## src/sv/bcrc_pkg.sv

```systemverilog
package bcrc_pkg;

	localparam int TEMP_W   = 10;
	localparam int LIGHT_W  = 10;
	localparam int DEG_W    = 9;
	localparam int LIMIT_W  = 6;
	localparam int THRESH_W = 9;
	localparam int CFG_IDX_W  = 3;
	localparam int CFG_DATA_W = 9;

	// degrees = (sample * 125) >> 8
	localparam int DEG_MUL   = 125;
	localparam int DEG_SHIFT = 8;
	localparam int DEG_PROD_W = TEMP_W + 7;
	// light / 3 as (light * 683) >> 11, exact for 10-bit inputs
	localparam int DIV3_MUL   = 683;
	localparam int DIV3_SHIFT = 11;
	localparam int DIV3_PROD_W = LIGHT_W + 10;

	localparam logic [LIMIT_W-1:0]  TICK_LIMIT_RST     = LIMIT_W'(60);
	localparam logic [DEG_W-1:0]    ALARM_HIGH_RST     = DEG_W'(45);
	localparam logic [DEG_W-1:0]    ALARM_LOW_RST      = DEG_W'(5);
	localparam logic [DEG_W-1:0]    COOL_ABOVE_RST     = DEG_W'(28);
	localparam logic [DEG_W-1:0]    HEAT_BELOW_RST     = DEG_W'(18);
	localparam logic [THRESH_W-1:0] DARK_THRESHOLD_RST = THRESH_W'(150);

	typedef enum logic [1:0] {
		REQ_TICK   = 2'd0,
		REQ_NIGHT  = 2'd1,
		REQ_SAMPLE = 2'd2,
		REQ_POLL   = 2'd3
	} req_kind_t;

	typedef enum logic [CFG_IDX_W-1:0] {
		CFG_TICK_LIMIT     = 3'd0,
		CFG_ALARM_HIGH     = 3'd1,
		CFG_ALARM_LOW      = 3'd2,
		CFG_COOL_ABOVE     = 3'd3,
		CFG_HEAT_BELOW     = 3'd4,
		CFG_DARK_THRESHOLD = 3'd5
	} cfg_idx_t;

	typedef enum logic [2:0] {
		PH_IDLE        = 3'd0,
		PH_WATER_OPEN  = 3'd1,
		PH_WATER_CLOSE = 3'd2,
		PH_FOOD_OPEN   = 3'd3,
		PH_FOOD_CLOSE  = 3'd4
	} phase_t;

	typedef struct packed {
		logic [1:0]         req_type;
		logic [TEMP_W-1:0]  temp_sample;
		logic [LIGHT_W-1:0] light_sample;
		logic               night_pin;
		logic               water_short;
		logic               food_short;
		logic               water_open_switch;
		logic               water_closed_switch;
		logic               food_open_switch;
		logic               food_closed_switch;
	} req_t;

	typedef struct packed {
		logic             water_open_drive;
		logic             water_close_drive;
		logic             food_open_drive;
		logic             food_close_drive;
		logic             cooling_on;
		logic             heating_on;
		logic             lights_on;
		logic             refill_busy;
		logic             alarm_on;
		logic [DEG_W-1:0] temperature_degrees;
		logic             daylight_high;
	} rsp_t;

endpackage

```

## src/sv/barn_climate_and_refill_controller_unit.sv

```systemverilog
// An accepted item's result is registered in the output buffer.
// Throughput: one item per cycle while req_stall is low; a two-entry output
// buffer (result register plus skid register) lets an item be taken while a
// result is still waiting. req_stall rises only when both entries are full.
// Reset (arst_n low, asynchronous): registers to their defaults, latches and
// counters cleared, refill sequencer idle, output buffer empty.
module barn_climate_and_refill_controller_unit
	import bcrc_pkg::*;
(
	input  logic                  clk,
	input  logic                  arst_n,
	input  logic                  req_valid,
	output logic                  req_stall,
	input  req_t                  req,
	output logic                  rsp_valid,
	input  logic                  rsp_stall,
	output rsp_t                  rsp,
	input  logic                  cfg_valid,
	output logic                  cfg_ready,
	input  logic [CFG_IDX_W-1:0]  cfg_index,
	input  logic [CFG_DATA_W-1:0] cfg_data
);

	// configuration
	logic [LIMIT_W-1:0]  tick_limit_q;
	logic [DEG_W-1:0]    alarm_high_q, alarm_low_q, cool_above_q, heat_below_q;
	logic [THRESH_W-1:0] dark_threshold_q;

	// controller state
	logic [LIMIT_W-1:0] tick_count_q, tick_count_d;
	logic night_mode_q, night_mode_d;
	logic alarm_q, alarm_d;
	logic cooling_q, cooling_d;
	logic heating_q, heating_d;
	logic lights_q, lights_d;
	logic food_pending_q, food_pending_d;
	logic night_pend_q, night_pend_d;
	logic [DEG_W-1:0] last_temp_q, last_temp_d;
	logic daylight_q, daylight_d;
	phase_t phase_q, phase_d;

	// output buffer
	rsp_t rsp_q, skid_q, rsp_new;
	logic rsp_valid_q, skid_valid_q;

	logic accept, pop, busy;
	logic [DEG_PROD_W-1:0]  deg_prod;
	logic [DIV3_PROD_W-1:0] light_prod;
	logic [DEG_W-1:0]       deg;
	logic [THRESH_W-1:0]    light_div3;
	logic [LIMIT_W-1:0]     tick_inc;
	logic                   dark;

	assign cfg_ready = 1'b1;
	assign req_stall = skid_valid_q;
	assign accept    = req_valid && !req_stall;
	assign pop       = rsp_valid_q && !rsp_stall;
	assign busy      = (phase_q != PH_IDLE);

	assign deg_prod   = DEG_PROD_W'(req.temp_sample) * DEG_PROD_W'(DEG_MUL);
	assign deg        = deg_prod[DEG_SHIFT +: DEG_W];
	assign light_prod = DIV3_PROD_W'(req.light_sample) * DIV3_PROD_W'(DIV3_MUL);
	assign light_div3 = light_prod[DIV3_SHIFT +: THRESH_W];
	assign dark       = {1'b0, light_div3} > ({1'b0, dark_threshold_q} + (THRESH_W+1)'(1));
	assign tick_inc   = tick_count_q + LIMIT_W'(1);

	always_ff @(posedge clk or negedge arst_n) begin
		if (!arst_n) begin
			tick_limit_q     <= TICK_LIMIT_RST;
			alarm_high_q     <= ALARM_HIGH_RST;
			alarm_low_q      <= ALARM_LOW_RST;
			cool_above_q     <= COOL_ABOVE_RST;
			heat_below_q     <= HEAT_BELOW_RST;
			dark_threshold_q <= DARK_THRESHOLD_RST;
		end else if (cfg_valid && cfg_ready) begin
			unique case (cfg_index)
				CFG_TICK_LIMIT:     tick_limit_q     <= cfg_data[LIMIT_W-1:0];
				CFG_ALARM_HIGH:     alarm_high_q     <= cfg_data[DEG_W-1:0];
				CFG_ALARM_LOW:      alarm_low_q      <= cfg_data[DEG_W-1:0];
				CFG_COOL_ABOVE:     cool_above_q     <= cfg_data[DEG_W-1:0];
				CFG_HEAT_BELOW:     heat_below_q     <= cfg_data[DEG_W-1:0];
				CFG_DARK_THRESHOLD: dark_threshold_q <= cfg_data[THRESH_W-1:0];
				default: ;
			endcase
		end
	end

	// next state for one item
	always_comb begin
		tick_count_d   = tick_count_q;
		night_mode_d   = night_mode_q;
		alarm_d        = alarm_q;
		cooling_d      = cooling_q;
		heating_d      = heating_q;
		lights_d       = lights_q;
		food_pending_d = food_pending_q;
		night_pend_d   = night_pend_q;
		last_temp_d    = last_temp_q;
		daylight_d     = daylight_q;
		phase_d        = phase_q;

		if (req.req_type == REQ_POLL) begin
			unique case (phase_q)
				PH_IDLE: ;
				PH_WATER_OPEN:
					if (!req.water_open_switch) phase_d = PH_WATER_CLOSE;
				PH_WATER_CLOSE:
					if (!req.water_closed_switch) begin
						if (food_pending_q) phase_d = PH_FOOD_OPEN;
						else phase_d = PH_IDLE;
					end
				PH_FOOD_OPEN:
					if (!req.food_open_switch) phase_d = PH_FOOD_CLOSE;
				PH_FOOD_CLOSE:
					if (!req.food_closed_switch) phase_d = PH_IDLE;
				default: phase_d = PH_IDLE;
			endcase
			// sequence end: apply a night edge held back while busy
			if (busy && phase_d == PH_IDLE) begin
				food_pending_d = 1'b0;
				if (night_pend_q) begin
					night_pend_d = 1'b0;
					lights_d     = 1'b0;
					night_mode_d = 1'b1;
				end
			end
		end else if (req.req_type == REQ_NIGHT) begin
			if (busy) begin
				night_pend_d = 1'b1;
			end else begin
				lights_d     = 1'b0;
				night_mode_d = 1'b1;
			end
		end else if (!busy) begin
			if (req.req_type == REQ_TICK) begin
				if (!night_mode_q) begin
					tick_count_d = tick_inc;
					if (tick_inc >= tick_limit_q) begin
						tick_count_d = '0;
						if (req.water_short) begin
							food_pending_d = req.food_short;
							phase_d        = PH_WATER_OPEN;
						end else if (req.food_short) begin
							food_pending_d = 1'b0;
							phase_d        = PH_FOOD_OPEN;
						end
					end
				end
			end else begin
				last_temp_d = deg;
				if (alarm_q && deg < alarm_high_q && deg > alarm_low_q) alarm_d = 1'b0;
				if (deg > alarm_high_q || deg < alarm_low_q) alarm_d = 1'b1;
				if (deg > cool_above_q) begin
					cooling_d = 1'b1;
				end else if (deg < heat_below_q) begin
					heating_d = 1'b1;
				end else begin
					cooling_d = 1'b0;
					heating_d = 1'b0;
				end
				daylight_d = !dark;
				lights_d   = dark && !night_mode_q;
				if (night_mode_q && req.night_pin) night_mode_d = 1'b0;
			end
		end
	end

	// result from the state after the item
	always_comb begin
		rsp_new.water_open_drive    = (phase_d == PH_WATER_OPEN);
		rsp_new.water_close_drive   = (phase_d == PH_WATER_CLOSE);
		rsp_new.food_open_drive     = (phase_d == PH_FOOD_OPEN);
		rsp_new.food_close_drive    = (phase_d == PH_FOOD_CLOSE);
		rsp_new.cooling_on          = cooling_d;
		rsp_new.heating_on          = heating_d;
		rsp_new.lights_on           = lights_d;
		rsp_new.refill_busy         = (phase_d != PH_IDLE);
		rsp_new.alarm_on            = alarm_d;
		rsp_new.temperature_degrees = last_temp_d;
		rsp_new.daylight_high       = daylight_d;
	end

	always_ff @(posedge clk or negedge arst_n) begin
		if (!arst_n) begin
			tick_count_q   <= '0;
			night_mode_q   <= 1'b0;
			alarm_q        <= 1'b0;
			cooling_q      <= 1'b0;
			heating_q      <= 1'b0;
			lights_q       <= 1'b0;
			food_pending_q <= 1'b0;
			night_pend_q   <= 1'b0;
			last_temp_q    <= '0;
			daylight_q     <= 1'b0;
			phase_q        <= PH_IDLE;
		end else if (accept) begin
			tick_count_q   <= tick_count_d;
			night_mode_q   <= night_mode_d;
			alarm_q        <= alarm_d;
			cooling_q      <= cooling_d;
			heating_q      <= heating_d;
			lights_q       <= lights_d;
			food_pending_q <= food_pending_d;
			night_pend_q   <= night_pend_d;
			last_temp_q    <= last_temp_d;
			daylight_q     <= daylight_d;
			phase_q        <= phase_d;
		end
	end

	always_ff @(posedge clk or negedge arst_n) begin
		if (!arst_n) begin
			rsp_valid_q  <= 1'b0;
			skid_valid_q <= 1'b0;
		end else if (skid_valid_q) begin
			if (pop) begin
				skid_valid_q <= 1'b0;
			end
		end else if (accept) begin
			if (rsp_valid_q && !pop) begin
				skid_valid_q <= 1'b1;
			end else begin
				rsp_valid_q <= 1'b1;
			end
		end else if (pop) begin
			rsp_valid_q <= 1'b0;
		end
	end

	always_ff @(posedge clk) begin
		if (skid_valid_q) begin
			if (pop) rsp_q <= skid_q;
		end else if (accept) begin
			if (rsp_valid_q && !pop) skid_q <= rsp_new;
			else rsp_q <= rsp_new;
		end
	end

	assign rsp_valid = rsp_valid_q;
	assign rsp       = rsp_q;

endmodule

```

## config.mk

```make
export PLATFORM = sky130hd
export DESIGN_NAME = barn_climate_and_refill_controller_unit
export DESIGN_NICKNAME = d
export VERILOG_FILES = /design/src/sv/bcrc_pkg.sv /design/src/sv/barn_climate_and_refill_controller_unit.sv
export SDC_FILE = /design/constraint.sdc
export NUM_CORES = 1
export LEC_CHECK = 0
export CAP_MARGIN = 20
export CORE_MARGIN = 8
export CORE_UTILIZATION = 29
export CTS_CLUSTER_SIZE = 20
export DETAILED_ROUTE_END_ITERATION = 10
export DONT_BUFFER_PORTS = 1
export HOLD_SLACK_MARGIN = 0.1
export SYNTH_ARGS = -nofsm -noshare
export SYNTH_HDL_FRONTEND = slang
export SYNTH_SLANG_ARGS = --single-unit
```

## constraint.sdc

```tcl
create_clock -name clk -period 3.5 [get_ports clk]
set_input_delay 0.35 -clock clk [delete_from_list [all_inputs] [get_ports clk]]
set_output_delay 0.35 -clock clk [all_outputs]
set_load 0.02 [all_outputs]
```

; ---- Yosys cells after proc, flatten, opt, wreduce, memory -nomap -nowiden
; Index checks and enable logic that the tools add are counted.
[op_classes]
n_lt_le_gt_ge = 8
n_mux = 80
reduce_logical = 41
n_mul = 2
add_sub_neg = 2
bitwise = 5
n_eq_ne = 24
[ops]
columns = operator, count
row1 = $mux 19, 4
row2 = $mux 1, 56
row3 = $mux 3, 13
row4 = $mux 9, 4
row5 = $gt 9x9->1, 3
row6 = $lt 9x9->1, 3
row7 = $mul 10x10->20 const B, 1
row8 = $eq 3x2->1 const B, 6
row9 = $mul 10x7->17 const B, 1
row10 = $pmux 3 s5, 1
row11 = $eq 3x3->1 const B, 4
row12 = $reduce_and 2->1, 6
row13 = $reduce_and 6->1, 2
row14 = $reduce_bool 2->1, 6
row15 = $reduce_bool 3->1, 4
row16 = $add 9x1->10 const B, 1
row17 = $gt 9x10->1, 1
row18 = $eq 3x1->1 const B, 3
row19 = $logic_not 3->1, 3
row20 = $reduce_and 3->1, 3
row21 = $logic_and 1x1->1, 8
row22 = $ne 2x1->1 const B, 4
row23 = $ne 2x2->1 const B, 4
row24 = $reduce_and 8->1, 1
row25 = 12 further kinds, 20
[word_totals]
ff_bits = 117
inputBits = 46
out_inout_bits = 22

; ---- Logic depth before layout (Yosys ltp)
; Gate-level depths: netlist of run 1.
[depth]
depth_word = 13
mapped_depth = 23

; ---- Worst setup path after synthesis of run 1
; No wires, ideal clock.
[synth_path]
path_kind = input to register
startpoint = in req[22] (netlist bit)
endpoint = reg rsp_q, in the netlist rsp[13] (data pin)
path_buffers = 0
stages = 21
slack_ns = -2.656
arrival_ns = 5.896
t_required_ns = 3.240
cell_sequence = inv_1 > fa_1 > fa_1 > inv_1 > fa_1 > inv_1 > fa_1 > inv_1 > ha_1 > or4_1 > a221oi_2 > o21bai_1 > o41ai_1 > nor2_1 > ha_1 > nand4_1 > or3_1 > o21ai_0 > o21ai_1 > mux2_2 > mux2_2
[synth_via]
elab_chain_len = 11
elab_cells_between_ends = 12
classes_between = mul (1) / order compare (2) / mux (9)
[synth_rtl]
columns = element, line
row1 = start: declaration, barn_climate_and_refill_controller_unit.sv:14  ; input req_t req,
row2 = $mul 10x7->17 (*), barn_climate_and_refill_controller_unit.sv:60  ; assign deg_prod = DEG_PROD_W'(req.temp_sample) * DEG_PROD_W'(DEG_MUL);
row3 = $lt 9x9->1, barn_climate_and_refill_controller_unit.sv:155  ; end else if (deg < heat_below_q) begin
row4 = $mux 1, barn_climate_and_refill_controller_unit.sv:155
row5 = $mux 1 (*), barn_climate_and_refill_controller_unit.sv:153  ; if (deg > cool_above_q) begin
row6 = $mux 1 (*), barn_climate_and_refill_controller_unit.sv:135  ; if (req.req_type == REQ_TICK) begin
row7 = $mux 1 (*), barn_climate_and_refill_controller_unit.sv:134  ; end else if (!busy) begin
row8 = $mux 1 (*), barn_climate_and_refill_controller_unit.sv:127  ; end else if (req.req_type == REQ_NIGHT) begin
row9 = $mux 1 (*), barn_climate_and_refill_controller_unit.sv:102  ; if (req.req_type == REQ_POLL) begin
row10 = via heating_d, barn_climate_and_refill_controller_unit.sv:34  ; logic heating_q, heating_d;
row11 = $mux 19 (*), barn_climate_and_refill_controller_unit.sv:234  ; if (rsp_valid_q && !pop) skid_q <= rsp_new;
row12 = $mux 19 (*), barn_climate_and_refill_controller_unit.sv:233  ; end else if (accept) begin
row13 = $mux 19 (*), barn_climate_and_refill_controller_unit.sv:231  ; if (skid_valid_q) begin
row14 = end signal: assignment, barn_climate_and_refill_controller_unit.sv:232  ; if (pop) rsp_q <= skid_q;
row15 = end signal: assignment, barn_climate_and_refill_controller_unit.sv:235  ; else rsp_q <= rsp_new;
row16 = end: declaration, barn_climate_and_refill_controller_unit.sv:43  ; rsp_t rsp_q, skid_q, rsp_new;
; The timed path passes the listed nets; every way through them passes the cells marked *. The select of a mux whose other input is x is not followed.
; A chain may end at the register's enable or synchronous reset.

; ---- Worst setup path after layout of run 1
[layout_path]
startpoint = in req[19] (netlist bit)
endpoint = reg rsp_q, in the netlist rsp[10] (data pin)
[layout_via]
elab_chain_len = 13
elab_cells_between_ends = 17
classes_between = mul (1) / order compare (4) / mux (9) / reduce/logical (3)
[layout_rtl]
columns = element, line
row1 = $mul 10x7->17 (*), barn_climate_and_refill_controller_unit.sv:60
row2 = $lt 9x9->1, barn_climate_and_refill_controller_unit.sv:151  ; if (alarm_q && deg < alarm_high_q && deg > alarm_low_q) alarm_d = 1'b0;
row3 = $logic_and 1x1->1 (2 in series), barn_climate_and_refill_controller_unit.sv:151
row4 = $mux 1, barn_climate_and_refill_controller_unit.sv:151
row5 = $mux 1 (*), barn_climate_and_refill_controller_unit.sv:152  ; if (deg > alarm_high_q || deg < alarm_low_q) alarm_d = 1'b1;
row6 = $mux 1 (*), barn_climate_and_refill_controller_unit.sv:135
row7 = $mux 1 (*), barn_climate_and_refill_controller_unit.sv:134
row8 = $mux 1 (*), barn_climate_and_refill_controller_unit.sv:127
row9 = $mux 1 (*), barn_climate_and_refill_controller_unit.sv:102
row10 = $mux 19 (*), barn_climate_and_refill_controller_unit.sv:234
row11 = $mux 19 (*), barn_climate_and_refill_controller_unit.sv:233
row12 = $mux 19 (*), barn_climate_and_refill_controller_unit.sv:231
; Mark *: on every way between the ends. The rest lies on a longest branch, timed or not. The select of a mux whose other input is x is not followed.

==> flow_summary_export.csv, run 1 <==
group,metric,value,unit
sta,setup_violations,42,
pwr,power_density,1090,mW/mm2
worst_setup_path,r2r_setup_slack,630,ps
layout,final_core_util,39.0,%
run_status,violations,"negative setup slack",
sta,rsz0062_at_grt,"yes",
clocking,worst_skew_pair.late_latency,410,ps
floorplan,fp-row-count,67,
floorplan,dieArea,0.0401,mm2
global_route,grt_max_degree,80,
clocking,cts_buffer_depth,2,
clocking,cts_tree,"built",
placed_design,place_ws,-2310,ps
sta,holdWs,131,ps
synthesis,postSynth.asyncResetShare,67.5,%
sta,slew_viol_final,0,
worst_setup_path,r2r_start,"tick_count_q[0]",
sta,fin_crit,5340,ps
floorplan,io_pins,68,
worst_setup_path,worstPathArrival,5480,ps
placed_design,portBuffers,0,
global_route,grt-ovfl-total,0,
layout,final_cells,1623,
worst_setup_path,cp_max_fo,4,
synthesis,netlist_area,0.00985,mm2
drt,wire_per_inst,15.1,um
worst_setup_path,crit_type,"primary input to flop",
layout,final_cell_area,0.0130,mm2
clocking,htreeDepth,4,
sta,timing.final.ws_setup,-1840,ps
sta,finalCritPeriodShare,153,%
synthesis,ys_warn_count,0,
clocking,root_buffer,"clkbuf_16",
sta,slew_headroom,37.4,%
worst_setup_path,rr_endpoint,"rsp[11]",
drt,drt-total-wl,24400,um
drt,drc,0,
worst_hold_path,min-delay-path-class,"primary input to flop",
sta,worst_slew_pin_slew,933,ps
drt,final_antenna_net_count,0,
sta,clock_skew,9.49,ps
drt,drt_iter0_drc,354,
placed_design,place_inst,1565,
layout,fill_cells,3222,
clocking,cts_sinks,117,
drt,via_per_inst,4.72,
layout,area_growth,32.5,%
worst_setup_path,reg2regPathDepth,10,
worst_hold_path,min_from,"req_valid",
global_route,grt_pass1_wl,40400,um
drt,dr.pass1.iters,5,
floorplan,core,0.0334,mm2
sta,tns,-35930,ps
worst_setup_path,crit_path_end_kind,"flop",
worst_setup_path,crit_path_start_kind,"primary input",
floorplan,initial_core_util,29.4,%
floorplan,die_h,200,um
pwr,peakVddDrop,554,uV
global_route,grt_pass1_vias,7944,
synthesis,synth_seq_cells,117,
pwr,total_power,14.2,mW
layout,drive_above_1_share,31.1,%
run_status,status,"finished with violations",
pwr,leakage,5.87,nW
synthesis,yosysSeqAreaShare,31.9,%
clocking,clk_pin_slew,50,ps
synthesis,syn_avg_cell_area,9.80,um2
placed_design,placed_area,0.0116,mm2
placed_design,gp_congestion,0.806,
flow_run,max_cap_violations,0,
floorplan,die_w,200,um
clocking,cts_buffers,17,
sta,max_freq,187,MHz
worst_setup_path,required,3640,ps
worst_hold_path,min_path_cells,2,
worst_setup_path,crit_start,"req[19]",
global_route,grt_usage,12.2,%
placed_design,hpwl,19200,um
global_route,grt_antenna_before_repair,2,
synthesis,ys.flop_type,"dfrtp_1",
synthesis,syn_inst,1005,
synthesis,synthDistinctLibCells,62,
layout,fin_nets,1411,
worst_hold_path,worstHoldEndpoint,"req_stall",
synthesis,synth_nets,1255,
drt,vias,7661,
sta,hold_viol,0,
synthesis,synth_edf_count,38,
[metal layers]
layer | vias up | part of all wire (%) | GRT usage, %
met5 | - | 0.053 | 0
met4 | 2 | 1.3 | 3.26
met3 | 28 | 3.7 | 2.69
met2 | 102 | 53 | 22.3
met1 | 3734 | 42 | 14.1
li1 | 3795 | - | -
[layout by cell type (no fill, tap or decap), types with 22 or more instances in the layout]
cell      instances
a21oi_1          29
buf_4           130
dfrtp_1          60
edfxtp_1         38
fa_1             48
ha_1            125
ha_4             22
inv_1           144
mux2_2           34
nand2_1          80
nor2_1           43
o21ai_0          61
[how the worst max path moves through the flow]
stage / endpoint / slack (ps) / cells after the start
floorplan: rsp[13] / -2190 / 21
global placement: rsp[13] / -2190 / 19
detailed placement: rsp[10] / -2310 / 20
CTS: heating_q / -1800 / 23
global route: rsp[10] / -2000 / 21
finish: rsp[10] / -1840 / 22
[registers in the layout, summed over array words and instances (netlist names)]
name              flops
heat_below_q          9
heating_q             1
night_pend_q          1
tick_limit_q          6
rsp                  19
last_temp_q           9
alarm_high_q          9
dark_threshold_q      9
alarm_low_q           9
cooling_q             1
food_pending_q        1
alarm_q               1
req_stall             1
lights_q              1
daylight_q            1
tick_count_q          6
night_mode_q          1
phase_q               3
skid_q               19
cool_above_q          9
rsp_valid             1
[worst max-delay path, stage by stage]
cell	delay [ps]
clkinvlp_4	90
fa_1	560
fa_1	430
fa_1	470
fa_1	520
inv_1	50
ha_2	180
or4_4	520
a221oi_4	280
buf_6	160
buf_4	110
o31ai_4	100
xnor2_4	170
inv_2	80
buf_6	130
ha_1	260
and4_4	180
nand2_2	70
o21ai_1	60
a221o_1	410
o21ai_2	190
o311ai_2	130
[cell type report]
class	instances	area, um2	area share [%]
Tap cell	448	561	4.30
Clock buffer	23	479	3.67
Multi-Input combinational cell	708	6860	52.6
Clock inverter	9	78.8	0.604
Antenna cell	1	2.50	0.0192
Sequential cell	117	3140	24.1
Timing Repair Buffer	160	1320	10.1
Inverter	157	604	4.63
[report_power, final]
group	leakage, nW	switching [mW]	internal (mW)	total, mW
Sequential	1.30	0.463	2.03	2.49
Combinational	4.31	4.97	5.09	10.1
Clock	0.268	0.614	1.03	1.65
Total	5.87	6.05	8.15	14.2
[what timing repair did]
item / 4_1_cts / 5_1_grt
hold buffers: 12 / 0
pin swaps: 30 / 37
endpoints found under the hold margin: 132 / 0
setup buffers: 20 / 8
endpoints found under the setup margin: 42 / 42
gates resized for setup: 43 / 82
[synthesized netlist by cell type (all sizes together), types with 6 or more instances]
library cell,number,share of area (%)
a21oi,37,1.9
nand2b,13,0.83
o21ai,88,4.5
nor2b,10,0.64
xor2,12,1.1
edfxtp,38,12
nor3b,8,0.66
nor3,18,0.97
a21o,10,0.76
fa,51,10
a31oi,6,0.38
o21a,7,0.53
mux2,39,4.5
nand4,14,0.89
nand3,18,0.92
a211oi,7,0.58
dfrtp,60,15
xnor2,14,1.2
o31ai,11,0.84
inv,157,6.0
nand2,83,3.2
ha,153,19
clkbuf,20,0.76
nor2,46,1.8
dfstp,19,5.1
[cell families after synthesis]
family          after synthesis  synth area share [%]
simple gates                238                  12.0
fa+ha+maj                   204                  29.8
compound gates              198                  12.3
buf+inv                     180                  6.99
flops                       117                  31.9
mux                          41                  4.66
xor+xnor                     26                  2.31
other cells                   1                0.0381
Note: power is estimated with default switching activity, not from simulation.
==> run 2, diff against run 1 <==
==> constraint.sdc (replaced) <==
create_clock -name clk -period 6.5 [get_ports clk]
set_input_delay 0.65 -clock clk [delete_from_list [all_inputs] [get_ports clk]]
set_output_delay 0.65 -clock clk [all_outputs]
set_load 0.02 [all_outputs]
==> run 2 against run 1 <==
Effect of this change: the flow now finishes without violations; via count is 8.9% lower; first-iteration DRC count down 4.0%; worst hold slack hardly changed; clock power fell by 42%; combinational power shrank 65%; final cell count fell by 8.6%; non-clock buffer count is 139 lower; global-route usage decreased by 0.98 points; design area decreased by 15%; largest power group unchanged.
==> flow_summary_export.csv, run 2 (synthesis gave the netlist of run 1 again) <==
group,metric,value,unit
run_status,status,"complete, no violations",
layout,area_growth,12.8,%
sta,clock_skew,7.39,ps
layout,final_core_util,33.2,%
layout,diodes,0,
sta,slew_headroom,37.8,%
drt,drc,0,
worst_setup_path,critPathMaxStageDelay,520,ps
sta,finalCritPeriodShare,92.2,%
clocking,cts_buffers,17,
layout,final_common_cell,"inv_1",
floorplan,initial_core_util,29.4,%
worst_setup_path,r2r_start,"tick_count_q[0]",
global_route,grt_max_degree,80,
worst_setup_path,path_delay_family,"adder cells",
floorplan,io_pins,68,
floorplan,fp-row-count,67,
global_route,grt_usage,11.2,%
pwr,leakage,5.08,nW
clocking,worst_skew_pair.late_latency,420,ps
sta,worst_slew_pin_slew,929,ps
sta,max_freq,167,MHz
flow_run,max_cap_violations,0,
placed_design,hpwl,17700,um
layout,mostFrequentLayoutCells,"inv_1 (157), ha_1 (153), nand2_1 (83), o21ai_0 (82), dfrtp_1 (60)",
clocking,cts.repair.resized,0,
worst_setup_path,reg2regPathDepth,9,
placed_design,gp_congestion,0.827,
worst_setup_path,crit_path_start_kind,"primary input",
drt,via_per_inst,4.71,
worst_setup_path,rr_endpoint,"rsp[11]",
global_route,grt-ovfl-total,0,
clocking,cts_sinks,117,
placed_design,portBuffers,0,
drt,vias,6980,
global_route,grt_antenna_before_repair,0,
worst_setup_path,worstPathArrival,6160,ps
floorplan,die_h,200,um
worst_setup_path,r2r_setup_slack,3280,ps
layout,fin_nets,1272,
sta,holdWs,131,ps
clocking,cts_hold_buf,1,
clocking,root_buffer,"clkbuf_16",
pwr,peakVddDrop,338,uV
sta,tns,0,ps
worst_setup_path,required,6670,ps
worst_hold_path,min-delay-path-class,"primary input to async pin",
worst_setup_path,slowest_stage,"or4_1",
pwr,power_density,522,mW/mm2
drt,drt-total-wl,22300,um
clocking,cts_setup_buffers,0,
clocking,htreeDepth,4,
sta,slew_viol_final,0,
floorplan,dieArea,0.0401,mm2
drt,wire_per_inst,15.0,um
global_route,grt_pass1_vias,7177,
sta,rsz0062_at_grt,"no",
worst_setup_path,worst-path-buf-inv,4,
worst_setup_path,crit_path_end_kind,"flop",
sta,fin_crit,5990,ps
drt,dr.pass1.iters,6,
floorplan,die_w,200,um
global_route,grt_pass1_wl,37000,um
drt,drt_iter0_drc,340,
layout,drive_above_1_share,12.0,%
worst_setup_path,cp_max_fo,4,
sta,setup_violations,0,
floorplan,core,0.0334,mm2
clocking,cts_buffer_depth,2,
clocking,clk_pin_slew,60,ps
drt,final_antenna_net_count,0,
sta,hold_viol,0,
clocking,cts_tree,"built",
worst_setup_path,path_cells,"inv_1, fa_1, fa_1, inv_1, fa_1, inv_1, fa_1, inv_1, ha_1, or4_1, a221oi_2, o21bai_1, o41ai_1, nor2_1, ha_1, nand4_1, or3_1, o21ai_0, o21ai_1, mux2_2, mux2_2",
worst_setup_path,crit_type,"primary input to flop",
==> run 2: metrics by stage <==
stage / cell area (um2) / cells / setup slack [ps] / total power, mW
2_1_floorplan: 9850 / 1005 / 44.1 / 3.81
3_3_place_gp: 10500 / 1448 / 199 / 4.73
3_5_place_dp: 10500 / 1448 / 73.8 / 4.84
4_1_cts: 11100 / 1481 / 508 / 5.85
5_1_grt: 11100 / 1483 / 193 / 6.39
6_report: 11100 / 1483 / 508 / 5.79
==> run 2: report_power, final <==
| group | total (mW) | internal (mW) | switching (mW) |
|---|---|---|---|
| registers | 1.32 | 1.09 | 0.231 |
| clock network | 0.957 | 0.604 | 0.353 |
| logic | 3.52 | 1.53 | 1.98 |
==> run 2: how the worst max path moves through the flow <==
stage,from,cells past startpoint,to
after global routing,req[21],21,rsp[13]
after detailed placement,req[21],21,rsp[13]
after floorplan,req[22],21,rsp[13]
after global placement,req[21],21,rsp[13]
after CTS,req[21],21,rsp[13]
final,req[21],21,rsp[13]
==> run 2: per-layer routing <==
layer,share of wire [%],track usage (%),routed length [um],vias to the layer above
li1,-,-,-,3515
met1,44,13.2,9730,3349
met2,50,19.9,11200,85
met3,3.6,2.29,801,31
met4,2.4,4.10,544,0
met5,0,0,0,-
==> run 2: final cells by class <==
cell class                 instances  area (um2)
clock buffer                      17         425
fill                            3367       22300
sequential                       117        3140
clock inverter                    15         181
timing repair buffer              21         185
inverter                         157         589
multi-input combinational        708        6020
tap                              448         561
==> run 2: worst reg2reg max path: cells and delay by family, from the launching register on <==
kind | cells | cell delay (ps)
AO/OA/AOI/OAI | 3 | 1140
adder cells (fa/ha/maj) | 2 | 490
flip-flops | 1 | 430
multiplexers | 1 | 320
AND/OR/NAND/NOR | 1 | 240
buffers and inverters | 1 | 200
XOR/XNOR | 1 | 170
